==> config.mk <==
export PLATFORM = sky130hd
export DESIGN_NAME = grom_front
export DESIGN_NICKNAME = d
export VERILOG_FILES = /design/src/grom_pkg.sv /design/src/grom_front.sv
export SDC_FILE = /design/constraint.sdc
export NUM_CORES = 1
export LEC_CHECK = 0
export ABC_AREA = 0
export BUFFER_PORTS_ARGS = -buffer_cell sky130_fd_sc_hd__buf_2
export CAP_MARGIN = 5
export CORE_ASPECT_RATIO = 0.8
export CORE_MARGIN = 1.5
export CORE_UTILIZATION = 35
export DETAILED_ROUTE_END_ITERATION = 6
export GPL_ROUTABILITY_DRIVEN = 0
export HOLD_SLACK_MARGIN = 0.06
export PLACE_DENSITY = 0.65
export SETUP_SLACK_MARGIN = 0.5
export SLEW_MARGIN = 20
export SYNTH_ARGS = -nofsm -noshare
export SYNTH_HDL_FRONTEND = slang
export SYNTH_SLANG_ARGS = --single-unit
export TNS_END_PERCENT = 100
==> constraint.sdc <==
create_clock -name clock -period 5.5 [get_ports clock]
set_input_delay 0.55 -clock clock [delete_from_list [all_inputs] [get_ports clock]]
set_output_delay 0.55 -clock clock [all_outputs]
set_load 0.01 [all_outputs]
==> src/grom_pkg.sv <==
// Shared types, widths and codes of the greedy rectangle overlap matcher.
// Used by every module of the block; depends on nothing.
package grom_pkg;

   // Table and coordinate sizes.
   localparam int TABLE_DEPTH = 64;
   localparam int COORD_BITS  = 12;
   localparam int IDX_BITS    = $clog2(TABLE_DEPTH);
   localparam int CNT_BITS    = $clog2(TABLE_DEPTH + 1);
   localparam int TAG_BITS    = 8;
   localparam int OP_BITS     = 2;
   localparam int SLOT_BITS   = 6;
   localparam int SCORE_BITS  = 32;

   // Score datapath widths.
   localparam int EXT_BITS   = COORD_BITS + 1;
   localparam int AREA_BITS  = 2 * COORD_BITS;
   localparam int UNION_BITS = AREA_BITS + 1;
   localparam int SQ_BITS    = 2 * EXT_BITS;
   localparam int DSQ_BITS   = SQ_BITS + 1;
   localparam int LSQ_BITS   = AREA_BITS + 1;
   localparam int FRAC_BITS  = 16;
   localparam int NUM_BITS   = LSQ_BITS + 2 * FRAC_BITS;
   localparam int DEN_BITS   = DSQ_BITS;
   localparam int ROOT_BITS  = (NUM_BITS + 1) / 2;
   localparam int RAD_BITS   = 2 * ROOT_BITS;
   localparam int OV_BITS    = FRAC_BITS + 1;
   localparam int PROD_BITS  = OV_BITS + ROOT_BITS;
   localparam int DCNT_BITS  = $clog2(NUM_BITS + 1);
   localparam int SCNT_BITS  = $clog2(ROOT_BITS + 1);
   localparam int RECT_BITS  = 4 * COORD_BITS;

   // Command queue between front and back.
   localparam int QUEUE_DEPTH = 2;
   localparam int QPTR_BITS   = 1;
   localparam int QFILL_BITS  = 2;

   // Operation codes of the request field.
   localparam logic [OP_BITS-1:0] REQ_OP_CLEAR  = 2'd0;
   localparam logic [OP_BITS-1:0] REQ_OP_APPEND = 2'd1;
   localparam logic [OP_BITS-1:0] REQ_OP_MATCH  = 2'd2;

   localparam logic [SCORE_BITS-1:0] SCORE_SAT = '1;

   typedef enum logic [1:0] {
      CMD_CLEAR,
      CMD_APPEND,
      CMD_MATCH
   } cmd_op_type;

   typedef struct packed {
      logic [COORD_BITS-1:0] x;
      logic [COORD_BITS-1:0] y;
      logic [COORD_BITS-1:0] w;
      logic [COORD_BITS-1:0] h;
   } rect_type;

   typedef struct packed {
      logic [OP_BITS-1:0]    op;
      logic [COORD_BITS-1:0] rect_x;
      logic [COORD_BITS-1:0] rect_y;
      logic [COORD_BITS-1:0] rect_w;
      logic [COORD_BITS-1:0] rect_h;
      logic [TAG_BITS-1:0]   detection_tag;
   } req_payload_type;

   typedef struct packed {
      logic                  matched;
      logic [SLOT_BITS-1:0]  match_slot;
      logic [SCORE_BITS-1:0] match_score;
      logic [TAG_BITS-1:0]   echo_tag;
   } rsp_payload_type;

   typedef struct packed {
      cmd_op_type          op;
      rect_type            rect;
      logic [TAG_BITS-1:0] tag;
   } cmd_type;

   typedef struct packed {
      logic    valid;
      cmd_type cmd;
   } cmd_chan_type;

   typedef enum logic [3:0] {
      B_IDLE,
      B_READ,
      B_SPAN,
      B_PROD,
      B_SUMS,
      B_CHECK,
      B_DIV,
      B_SQRT,
      B_MUL,
      B_SCORE,
      B_CMP,
      B_DONE
   } back_state_type;

endpackage

==> src/grom_front.sv <==
// Front end: accepts request beats, classifies the op and queues commands.
// Depends on grom_pkg for the payload and command types.
module grom_front (
   input  logic                      clock,
   input  logic                      reset,
   input  logic                      start,
   output logic                      busy,
   input  grom_pkg::req_payload_type req_item,
   output grom_pkg::cmd_chan_type    cmd_chan,
   input  logic                      cmd_pop
);

   grom_pkg::cmd_type               queue_ff [grom_pkg::QUEUE_DEPTH];
   logic [grom_pkg::QPTR_BITS-1:0]  wr_ptr_ff, wr_ptr_in;
   logic [grom_pkg::QPTR_BITS-1:0]  rd_ptr_ff, rd_ptr_in;
   logic [grom_pkg::QFILL_BITS-1:0] fill_ff, fill_in;
   grom_pkg::cmd_type               cmd_new;
   logic                            known_op;
   logic                            push;
   logic                            pop;

   // Classify the beat; an unknown op is taken and dropped.
   always_comb begin
      cmd_new.rect.x = req_item.rect_x;
      cmd_new.rect.y = req_item.rect_y;
      cmd_new.rect.w = req_item.rect_w;
      cmd_new.rect.h = req_item.rect_h;
      cmd_new.tag    = req_item.detection_tag;
      cmd_new.op     = grom_pkg::CMD_CLEAR;
      known_op       = 1'b1;
      case (req_item.op)
         grom_pkg::REQ_OP_CLEAR:  cmd_new.op = grom_pkg::CMD_CLEAR;
         grom_pkg::REQ_OP_APPEND: cmd_new.op = grom_pkg::CMD_APPEND;
         grom_pkg::REQ_OP_MATCH:  cmd_new.op = grom_pkg::CMD_MATCH;
         default:                 known_op   = 1'b0;
      endcase
   end

   assign busy = (fill_ff == grom_pkg::QFILL_BITS'(grom_pkg::QUEUE_DEPTH));
   assign push = start && !busy && known_op;
   assign pop  = cmd_pop && (fill_ff != '0);

   // Queue pointers and fill level.
   always_comb begin
      wr_ptr_in = push ? wr_ptr_ff + 1'b1 : wr_ptr_ff;
      rd_ptr_in = pop ? rd_ptr_ff + 1'b1 : rd_ptr_ff;
      fill_in   = fill_ff;
      if (push && !pop) begin
         fill_in = fill_ff + 1'b1;
      end else if (pop && !push) begin
         fill_in = fill_ff - 1'b1;
      end
   end

   always_ff @(posedge clock) begin
      if (reset) begin
         wr_ptr_ff <= '0;
         rd_ptr_ff <= '0;
         fill_ff   <= '0;
      end else begin
         wr_ptr_ff <= wr_ptr_in;
         rd_ptr_ff <= rd_ptr_in;
         fill_ff   <= fill_in;
      end
      if (push) begin
         queue_ff[wr_ptr_ff] <= cmd_new;
      end
   end

   assign cmd_chan.valid = (fill_ff != '0);
   assign cmd_chan.cmd   = queue_ff[rd_ptr_ff];

endmodule

# Word-level counts from Yosys, hierarchy flattened
# Memory sizes are Yosys's and may differ from the RTL's. A register that Yosys moved wholly into a read port is not among the register bits.
# Cells that the tools add are included.
[classes]
shifts = 0
bitwise_logic = 0
reduce_logical = 12
n_addsub = 4
multipliers = 0
muxes = 8
div = 0
eq_ne = 3
order_cmp = 0
[op_table]
columns = ["cell", "count"]
rows = [
  ["logical AND 1 bit", 5],
  ["2-to-1 mux 1 bit", 5],
  ["equality test 2 bit, second input constant", 2],
  ["2-to-1 mux 2 bit", 2],
  ["case mux 2 bit (2 select lines)", 1],
  ["nonzero test 2 bit", 2],
  ["logical NOT 1 bit", 3],
  ["OR reduction 3 bit", 1],
  ["adder 1 bit, second input constant", 2],
  ["adder 2 x 1 -> 2 bit, second input constant", 1],
  ["equality test 2 x 1 -> 1 bit, second input constant", 1],
  ["logical NOT 2 bit", 1],
  ["subtractor 2 x 1 -> 2 bit, second input constant", 1],
]
[word_totals]
ramBits = 116
elab_cells = 31
reg_bits = 4
memories = 1
out_inout_bits = 60
input_bits = 62
latch_bits = 0
rom_bits = 0
[memory_table]
columns = ["memory", "words", "width", "read_ports", "rd_clocked_by_memory_dff", "wr", "line", "rtl"]
rows = [
  ["queue_ff", 2, 58, 1, 1, 1, "grom_front.sv:13", "grom_pkg::cmd_type queue_ff [grom_pkg::QUEUE_DEPTH];"],
]

# Longest topological paths before layout
# Gate-level depths: netlist of the first run.
[depth]
ltp_word = 8
mapped_depth = 6
mapped_depth_nobuf = 6

# Worst setup path before layout of the first run
# OpenSTA, ideal clock, no wires.
[synth_timing]
path_kind = "input port to flip-flop"
from = "in start"
to = "mem queue_ff[0][0] (netlist bit) (enable)"
slack_ps = 1545
arrival_ps = 3474
path_buffers = 0
t_required_ps = 5019
setup_time_ps = 481
path_stages = 3
cell_sequence = "inv_1 a211oi_4 nor2b_1"
[synth_via]
elab_chain_len = 4
[synth_lines]
columns = ["element", "line", "rtl"]
rows = [
  ["start: declaration", "grom_front.sv:6", "input logic start,"],
  ["logical AND 1 bit (2 in series)", "grom_front.sv:40", "assign push = start && !busy && known_op;"],
  ["via push", "grom_front.sv:19", "logic push;"],
  ["2-to-1 mux 1 bit", "grom_front.sv:65", "if (push) begin"],
  ["2-to-1 mux 1 bit (implied by the code)", "grom_front.sv:66", "queue_ff[wr_ptr_ff] <= cmd_new;"],
  ["end: declaration", "grom_front.sv:13", ""],
]
# The timed path passes the listed nets, and every way through them passes these cells.

==> impl_results.md, run 1 <==
- Status: finished, final reports clean
- Initial Util: ~36%
- Remaining DRCs: 0
- Psw: 725 uW
- Core Util, Final: around 48%
- Yosys reg bits: 121
- Power Internal: 2230 uW
- DP Wirelength: 4.86 mm
- Setup crit end kind: output port
- CP Class: reg2out
- Finished Layout Cells: 528
- Setup Fix Bufs, Post-CTS: 0
- Logic pwr share: 19.9%
- Synth top area cells: edfxtp_1 79%, mux2_2 15%, dfxtp_1 2.3%
- Maxcap violations: 0
- Die height: 104 um
- Via count: 2322
- Largest delay share family, worst path: flip-flops
- Vias per cell: 4.40
- Worst Clk Skew: 5.10 ps
- Cts repair resizes: 0
- Setup_tns: 0 ps
- Clock Pin Slew Worst Setup and Hold Paths: 50 ps
- Syn_nets: 270
- HP Class: in2reg
- Clock power share: 39.3%
- Slew Limit Fails: 0
- Syn_area_per_cell: 21.4 um2
- Hold buffers post-CTS: 0
- Pwr Total: 2960 uW
- WL met3: about 540 um
- H-tree depth: 4
- # clock sinks: 121
- Largest net degree at the start of global routing: 34
- Share of power burned in registers: 40.8%
- CP max-delay cell: dfxtp_2
- Placement Rows: 36
- Die ar.: 0.0133 mm2
- Total CTS buffers: 17
- Final setup viols: 0
- IO Pins: between 100 and 150
- Area leader, netlist: edfxtp_1
- Grt ovf: 0
- Metal2 WL: just under 4 mm
- Most frequent cells in the layout: 121 x buf_2, 116 x edfxtp_1, 58 x mux2_2, 17 x clkbuf_16, 5 x bufinv_16
- CTS Buffer Depth: 2
- Post-synthesis cell area: 0.00443 mm2
- Hold Fails Final Rpt: 0
- Warnings, synthesis: 0
- Critical Path Source Type: flop
- Worst path arrival time: about 2200 ps
- Sequential fraction of the synthesis area: 80.9%
- Top-area cell type share of the netlist area: 78.6%
- Final ANT Viol Nets: 0
- Leakage: 0.00220 uW
- Initial antenna violation count: 0
- Layout area overhead: 32.3%
- Final #Nets: between 400 and 500
- Highest routed layer: met4
- Syn Inst Count: 207
- DRT Wirelength: 7.84 mm
- Clock latency on the worst-skew pair: 400 ps
- CP cell instances: buf_4, mux2_2, buf_2
- CORE AREA: 0.0123 mm2
- Worst reg-to-reg setup slack: 3120 ps
- Die X-Extent: around 130 um
- Inst Count DP: 496
- Crit path largest cell delay: approximately 750 ps
- CP max FO: 32
- I/O Buffers: 121
- Vias in the first global route: 2548
- GRT Resource Usage Total: 12.4%
- Drt first-iter violations: around 150
- Unrepaired setup endpoints after global routing: no
- CTS root buffer: clkbuf_16
- Tcrit/Tclk final: between 50% and 60%
- Slew margin rel.: 48.0%
- Peak supply drop: 0.246 mV
- Cell Pwr Density: 505 mW/mm2
- Drt first pass iters: 4
- Count of different cell masters after synthesis: 18
- Final Hold Slack: 336 ps
- First-pass GRT wire length: 12.4 mm
- Routed wire per std cell: 14.9 um
- Highest Clock Rate: about 360 MHz
- Ant diodes: 0
- CTS tree: done
- Commonest non-fill, non-tap cell in the layout: buf_2
- Minimum clock period: between 2000 and 3000 ps
- Crit path buf inv count: 2
- Fraction of layout cells with a size suffix above 1: 59.7%
- Met1 wire length: about 3.4 mm
- Net Sw Frac: 24.5%
- Crit path required time: 4950 ps
- Worst-Margin Slew: about 800 ps
==> area by class of cell <==
class | count | area [um2]
Multi-Input combinational cell | 79 | 815
Clock buffer | 21 | 440
Timing Repair Buffer | 124 | 628
Sequential cell | 121 | 3580
Fill cell | 1085 | 6390
Tap cell | 171 | 214
Clock inverter | 11 | 176
Inverter | 1 | 3.75
==> flip-flops by register name (all words and copies together), names as in the netlist, named ones only <==
signal     count
queue_ff     116
fill_ff        2
rd_ptr_ff      1
wr_ptr_ff      1
==> kinds of logic after synthesis <==
family / share of synthesized area (%)
adder cells (fa/ha/maj): 0.282
AND/OR/NAND/NOR: 1.53
buffers and inverters: 0.932
XOR/XNOR: 0.593
multiplexers: 15.0
flip-flops: 80.9
AO/OA/AOI/OAI: 0.791
==> final timing paths <==
kind                               end  depth (start not counted)                    start
max                       cmd_chan[55]                          3                     flop
min          queue_ff[0][45]$_DFFE_PP_                          1             req_item[45]
max reg2reg  queue_ff[0][55]$_DFFE_PP_                          4  fill_ff[0]$_SDFFE_PP0P_
min reg2reg                       flop                          2   rd_ptr_ff$_SDFFE_PP0P_
==> Yosys cell counts (all sizes together) <==
cell    count
a211oi      1
a21oi       1
and2        1
buf         6
dfxtp       5
edfxtp    116
ha          1
inv         1
mux2       59
nor2        4
nor2b       5
o21ai       2
or2         1
or3         1
xor2        3
==> power groups by stage <==
stage          registers [uW]  clock network [uW]  logic [uW]
6_report                 1210                1160         588
5_1_grt                  1220                1230         642
4_1_cts                  1210                1190         603
3_5_place_dp             1230                   0         599
3_3_place_gp             1220                   0         595
2_1_floorplan            1200                   0         405
==> through the flow <==
step	setup slack, ps	area (um2)
4_1_cts	2620	5860
3_3_place_gp	2870	5250
2_1_floorplan	1550	4430
6_report	2710	5860
5_1_grt	2570	5860
3_5_place_dp	2810	5250
==> metal layers <==
layer	GRT usage, %	vias to the layer above
li1	-	1091
met1	13.7	1140
met2	20.8	83
met3	5.48	8
met4	4.65	0
met5	0	-
No activity file was read; power rests on OpenSTA's default activity.
==> inputs of run 2 (changes only) <==
==> constraint.sdc (replaced) <==
create_clock -name clock -period 2.8 [get_ports clock]
set_input_delay 0.28 -clock clock [delete_from_list [all_inputs] [get_ports clock]]
set_output_delay 0.28 -clock clock [all_outputs]
set_load 0.01 [all_outputs]
==> run 2 against run 1 <==
Compared with the run above: first-iteration DRC count decreased by 22%; critical path type unchanged; sequential share of layout area decreased by 3.5 points; critical endpoint is now cmd_chan[57]; clock skew increased by 1.9 ps; via count increased by 3.4%; largest power group unchanged; hold slack got worse by 260 ps; cell count increased by 6.8%; non-clock buffer count increased by 36; critical path depth unchanged; cell area increased by 6.0%; sequential cell count unchanged; die area unchanged.
==> impl_results.md, run 2 (synthesis gave the netlist of run 1 again) <==
- Metal2 WL: 3.93 mm (was 3.87 mm)
- CP max FO: 41 (was 32)
- Largest net degree at the start of global routing: 59 (was 34)
- Initial Util: 36.2% (unchanged)
- Critical Path Source Type: flop (unchanged)
- Tcrit/Tclk final: 77.0%
- Most frequent cells in the layout: 121 x buf_2, 116 x edfxtp_1, 58 x mux2_2, 36 x dlygate4sd3_1, 17 x clkbuf_16 (was 121 x buf_2, 116 x edfxtp_1, 58 x mux2_2, 17 x clkbuf_16, 5 x bufinv_16)
- First-pass GRT wire length: 12.4 mm (about the same)
- Grt ovf: 0 (unchanged)
- Drt first pass iters: 4 (unchanged)
- Slew Limit Fails: 0 (unchanged)
- Leakage: 0.00233 uW (was 0.00220 uW)
- Status: finished, final reports clean (unchanged)
- Worst reg-to-reg setup slack: 1110 ps (was 3120 ps)
- Maxcap violations: 0 (unchanged)
- Clock Pin Slew Worst Setup and Hold Paths: 50 ps (about the same)
- Inst Count DP: 496 (unchanged)
- Routed wire per std cell: 14.4 um (was 14.9 um)
- Worst path arrival time: 1870 ps (was 2240 ps)
- Die height: 104 um (unchanged)
- Met1 wire length: 3.57 mm (was 3.36 mm)
- Largest register FFs: 116 (unchanged)
- Worst Clk Skew: 7.01 ps (was 5.10 ps)
- DRT Wirelength: 8.10 mm (was 7.84 mm)
- Via count: 2401 (was 2322)
- Setup Fix Bufs, Post-CTS: 0 (unchanged)
- FF+latch area: 0.00358 mm2 (unchanged)
- GRT Resource Usage Total: 12.6% (was 12.4%)
- Vias in the first global route: 2480 (was 2548)
- Slew margin rel.: 68.2% (was 48.0%)
- Area of the multi-input gates: 815 um2 (unchanged)
- # clock sinks: 121 (unchanged)
- Peak supply drop: 0.549 mV (was 0.246 mV)
- Hold Fails Final Rpt: 0 (unchanged)
- Clock latency on the worst-skew pair: 400 ps (about the same)
- Final Hold Slack: 80.3 ps (was 336 ps)
- Cell Pwr Density: 917 mW/mm2 (was 505 mW/mm2)
- Largest regs: queue_ff (116), fill_ff (2) (unchanged)
- Layout area overhead: 40.2% (was 32.3%)
- Core Util, Final: 50.7% (was 47.8%)
- Remaining DRCs: 0 (unchanged)
- Crit path required time: 2520 ps (was 4950 ps)
- Fillcell total: 1042 (was 1085)
- Worst-Margin Slew: 478 ps (was 778 ps)
- Cts repair resizes: 0 (unchanged)
- HP Class: in2reg (unchanged)
- Unrepaired setup endpoints after global routing: no (unchanged)
- Initial antenna violation count: 0 (unchanged)
- Minimum clock period: 2150 ps
- CTS root buffer: clkbuf_16 (unchanged)
- CP Class: reg2out (unchanged)
- Vias per cell: 4.26 (was 4.40)
- Highest Clock Rate: 464 MHz
- Final ANT Viol Nets: 0 (unchanged)
- Placement Rows: 36 (unchanged)
- DP Wirelength: 4.77 mm (was 4.86 mm)
- Commonest non-fill, non-tap cell in the layout: buf_2 (unchanged)
- Total CTS buffers: 17 (unchanged)
- Ant diodes: 0 (unchanged)
- Die X-Extent: 129 um (unchanged)
- H-tree depth: 4 (unchanged)
- Final #Nets: 443 (was 407)
- CTS Buffer Depth: 2 (unchanged)
- Fraction of layout cells with a size suffix above 1: 53.9% (was 59.7%)
- Setup crit end kind: output port (unchanged)
- Final setup viols: 0 (unchanged)
- WL met3: 527 um (was 544 um)
- I/O Buffers: 121 (unchanged)
- Most flops, register: queue_ff (unchanged)
- Drt first-iter violations: 116 (was 148)
- CTS tree: done (unchanged)
- Highest routed layer: met4 (unchanged)
- Finished Layout Cells: 564 (was 528)
- Die ar.: 0.0133 mm2 (unchanged)
- IO Pins: 122 (unchanged)
- CORE AREA: 0.0123 mm2 (unchanged)
- Setup_tns: 0 ps (unchanged)
run 2: cell count changes in the layout (fill, tap and decap cells not counted), sizes merged:
cell / before / now
clkbuf: 21 / 22
clkinvlp: 0 / 2
dlygate4sd3: 0 / 36
clkinv: 6 / 5
bufinv: 5 / 3
run 2: worst paths after layout:
check / startpoint / depth (start not counted) / endpoint
max: flop / 3 / cmd_chan[57]
min: req_item[37] / 1 / queue_ff[1][37]$_DFFE_PP_
max reg2reg: fill_ff[0]$_SDFFE_PP0P_ / 4 / queue_ff[0][43]$_DFFE_PP_
min reg2reg: rd_ptr_ff$_SDFFE_PP0P_ / 2 / rd_ptr_ff$_SDFFE_PP0P_
run 2: critical path, stage by stage (launching register included):
cell     delay, ps
dfxtp_2        630
buf_12         310
mux2_2         370
buf_2          140
run 2: per-layer routing:
layer / track usage [%] / vias to the layer above
li1: - / 1159
met1: 14.4 / 1148
met2: 20.9 / 86
met3: 5.22 / 8
met4: 5.06 / 0
met5: 0 / -
run 2: power breakdown:
group	total (uW)	switching, uW	internal, uW
registers	2360	102	2260
clock network	2100	713	1390
logic	1240	615	628
total	5700	1430	4270
run 2: repair_timing:
action | 4_1_cts | 5_1_grt
setup endpoints to repair | 0 | 0
hold endpoints to repair | 68 | 2
hold buffers | 34 | 2
run 2: through the flow:
step                      power (uW)  setup slack [ps]  area, um2
after CTS                       5800               596       6190
after global routing            5970               525       6210
after global placement          3600              1060       5280
after detailed placement        3620              1050       5280
after floorplan                 3140               728       4440
final                           5700               645       6210
run 2: final cells by class:
class	instances	share of cell area (%)
repair buffers	160	16.5
flip-flops and latches	121	57.7
well taps	171	3.44
clock buffers	22	7.15
inverters	1	0.0604
clock inverters	10	2.03
multi-input cells	79	13.1
==> inputs of run 3 (changes only) <==
--- a/config.mk
+++ b/config.mk
@@ -14,7 +14,7 @@
 export DETAILED_ROUTE_END_ITERATION = 6
 export GPL_ROUTABILITY_DRIVEN = 0
 export HOLD_SLACK_MARGIN = 0.06
-export PLACE_DENSITY = 0.65
+export PLACE_DENSITY = 0.67
 export SETUP_SLACK_MARGIN = 0.5
 export SLEW_MARGIN = 20
 export SYNTH_ARGS = -nofsm -noshare
==> constraint.sdc (replaced) <==
create_clock -name clock -period 1.88 [get_ports clock]
set_input_delay 0.188 -clock clock [delete_from_list [all_inputs] [get_ports clock]]
set_output_delay 0.188 -clock clock [all_outputs]
set_load 0.01 [all_outputs]
==> run 3 against run 2 <==
Compared with the run above: cell count up 11%; clock skew down 0.98 ps; via count up 13%; die area unchanged; hold slack better by 57 ps; clock-buffer cell count down 2; critical path depth up 4; largest cell class unchanged; highest routed layer unchanged.
==> impl_results.md, run 3 (synthesis gave the netlist of run 1 again) <==
- Leakage: 0.00281 uW (was 0.00233 uW)
- Vias per cell: 4.32 (was 4.26)
- Initial antenna violation count: 0 (unchanged)
- Clock Pin Slew Worst Setup and Hold Paths: 50 ps (about the same)
- CTS Buffer Depth: 2 (unchanged)
- Hold Path Cell Cnt: 2 (was 1)
- Tcrit/Tclk final: 90.8%
- Unrepaired setup endpoints after global routing: yes (was no)
- Vias in the first global route: 2978 (was 2480)
- Grt ovf: 0 (unchanged)
- Net Sw Frac: 24.8% (was 25.1%)
- Worst path arrival time: 1820 ps (was 1870 ps)
- Initial Util: 36.2% (unchanged)
- CP cell instances: nor2b_4, a211oi_4, buf_4, and2_4, buf_6, buf_12, buf_16 (was buf_12, mux2_2, buf_2)
- Largest regs: queue_ff (116), fill_ff (2) (unchanged)
- Die X-Extent: 129 um (unchanged)
- Final Hold Slack: 138 ps (was 80.3 ps)
- Remaining DRCs: 0 (unchanged)
- Die ar.: 0.0133 mm2 (unchanged)
- First-pass GRT wire length: 15.5 mm (was 12.4 mm)
- HP Class: in2reg (unchanged)
- CP max FO: 6 (was 41)
- H-tree depth: 4 (unchanged)
- Final ANT Viol Nets: 0 (unchanged)
- Worst flop-to-flop path startpoint: fill_ff[1]$_SDFFE_PP0P_ (was fill_ff[0]$_SDFFE_PP0P_)
- Slew margin rel.: 77.4% (was 68.2%)
- Logic pwr share: 29.5% (was 21.8%)
- Worst reg-to-reg setup slack: 170 ps (was 1110 ps)
- Drt first-iter violations: 102 (was 116)
- Critical Path Source Type: flop (unchanged)
- Total CTS buffers: 17 (unchanged)
- Routed wire per std cell: 16.3 um (was 14.4 um)
- Highest Clock Rate: between 500 and 600 MHz
- Final #Nets: 506 (was 443)
- Commonest non-fill, non-tap cell in the layout: buf_2 (unchanged)
- Most frequent cells in the layout: 120 x buf_2, 116 x edfxtp_1, 58 x mux2_2, 57 x dlygate4sd3_1, 19 x clkbuf_16 (was 121 x buf_2, 116 x edfxtp_1, 58 x mux2_2, 36 x dlygate4sd3_1, 17 x clkbuf_16)
- IO Pins: 122 (unchanged)
- Crit path required time: 2000 ps (was 2520 ps)
- CP Class: reg2reg (was reg2out)
- Placement Rows: 36 (unchanged)
- CTS tree: done (unchanged)
- Pwr Total: 9570 uW (was 5700 uW)
- I/O Buffers: 121 (unchanged)
- Via count: 2707 (was 2401)
- Slew Limit Fails: 0 (unchanged)
- Number of cells on the critical path: 7 (was 3)
- Minimum clock period: 1710 ps
- Die height: 104 um (unchanged)
- Layout area overhead: 64.8% (was 40.2%)
- Fraction of layout cells with a size suffix above 1: 57.1% (was 53.9%)
- Final setup viols: 0 (unchanged)
- Ant diodes: 0 (unchanged)
- Crit path buf inv count: 4 (was 2)
- FF-to-FF End: queue_ff[1][8]$_DFFE_PP_ (was queue_ff[0][43]$_DFFE_PP_)
- Most flops, register: queue_ff (unchanged)
- Setup crit end kind: flop (was output port)
- FF-to-FF path depth: 7 (was 4)
- Hold path start: req_item[56] (was req_item[37])
- Fillcell total: 934 (was 1042)
- FF+latch area: 0.00359 mm2 (was 0.00358 mm2)
- Power Internal: 7190 uW (was 4270 uW)
- DRT Wirelength: 10.2 mm (was 8.10 mm)
- Share of power burned in registers: 36.5% (was 41.4%)
- CORE AREA: 0.0123 mm2 (unchanged)
- GRT Resource Usage Total: 15.8% (was 12.6%)
- Worst Clk Skew: 6.03 ps (was 7.01 ps)
- CTS root buffer: clkbuf_16 (unchanged)
- Cell Pwr Density: 1310 mW/mm2 (was 917 mW/mm2)
- Largest net degree at the start of global routing: 25 (was 59)
- Area of the multi-input gates: 845 um2 (was 815 um2)
- Clock latency on the worst-skew pair: 400 ps (about the same)
- Drt first pass iters: 4 (unchanged)
- # clock sinks: 121 (unchanged)
- Hold EP: queue_ff[1][57]$_DFFE_PP_ (was queue_ff[1][37]$_DFFE_PP_)
- CP max-delay cell: dfxtp_2 (unchanged)
- Largest delay share family, worst path: buffers and inverters (was flip-flops)
- Crit path largest cell delay: 330 ps (was 630 ps)
- Largest register FFs: 116 (unchanged)
- DP Wirelength: 4.93 mm (was 4.77 mm)
- Clock power share: 33.9% (was 36.8%)
- Peak supply drop: 0.933 mV (was 0.549 mV)
- Worst-Margin Slew: 337 ps (was 478 ps)
- Psw: 2380 uW (was 1430 uW)
- Maxcap violations: 0 (unchanged)
- Status: finished, final reports clean (unchanged)
- Hold Fails Final Rpt: 0 (unchanged)
## run 3: worst max-delay path by stage
stage                            start  slack, ps                         to
6_report       fill_ff[1]$_SDFFE_PP0P_        170   queue_ff[1][8]$_DFFE_PP_
5_1_grt                           flop        120               cmd_chan[18]
4_1_cts                           flop        140                cmd_chan[7]
3_5_place_dp   fill_ff[1]$_SDFFE_PP0P_        270  queue_ff[1][31]$_DFFE_PP_
3_3_place_gp   fill_ff[1]$_SDFFE_PP0P_        320  queue_ff[1][31]$_DFFE_PP_
2_1_floorplan  fill_ff[1]$_SDFFE_PP0P_       -140   queue_ff[0][0]$_DFFE_PP_
## run 3: metrics by stage
| stage | setup WS [ps] | utilization, % | instance area (um2) | std cells | setup TNS (ps) |
|---|---|---|---|---|---|
| CTS | 144 | 58.5 | 7160 | 621 | 0 |
| global route | 122 | 59.6 | 7300 | 626 | 0 |
| floorplan | -141 | - | 4450 | 207 | -8170 |
| finish | 173 | 59.6 | 7300 | 626 | 0 |
| global placement | 318 | 43.5 | 5330 | 499 | 0 |
| detailed placement | 272 | 43.5 | 5330 | 499 | 0 |
## run 3: power by group through the flow
stage	clock [uW]	sequential [uW]	combinational [uW]
floorplan	0	3490	1200
global placement	0	3500	1920
detailed placement	0	3520	1930
CTS	3310	3490	2690
global route	3430	3520	3030
finish	3250	3500	2830
## run 3: metal layers
layer	part of all wire [%]	global-route usage, %	vias to the layer above
li1	-	-	1297
met1	43	18.1	1320
met2	51	27.1	81
met3	5.1	6.04	9
met4	0.83	4.90	0
met5	0	0	-
## run 3: final cells by class
cell class | instances | share of cell area, %
clock buffers | 20 | 5.98
repair buffers | 223 | 28.2
well taps | 171 | 2.93
inverters | 1 | 0.0514
flip-flops and latches | 121 | 49.2
multi-input cells | 79 | 11.6
clock inverters | 11 | 2.11
## run 3: what timing repair did
item | in CTS | in global routing
endpoints found under the hold margin | 116 | 0
setup buffers | 20 | 3
gates resized for setup | 34 | 10
hold buffers | 57 | 0
endpoints found under the setup margin | 175 | 177
gates cloned | 14 | 2
pin swaps | 0 | 3
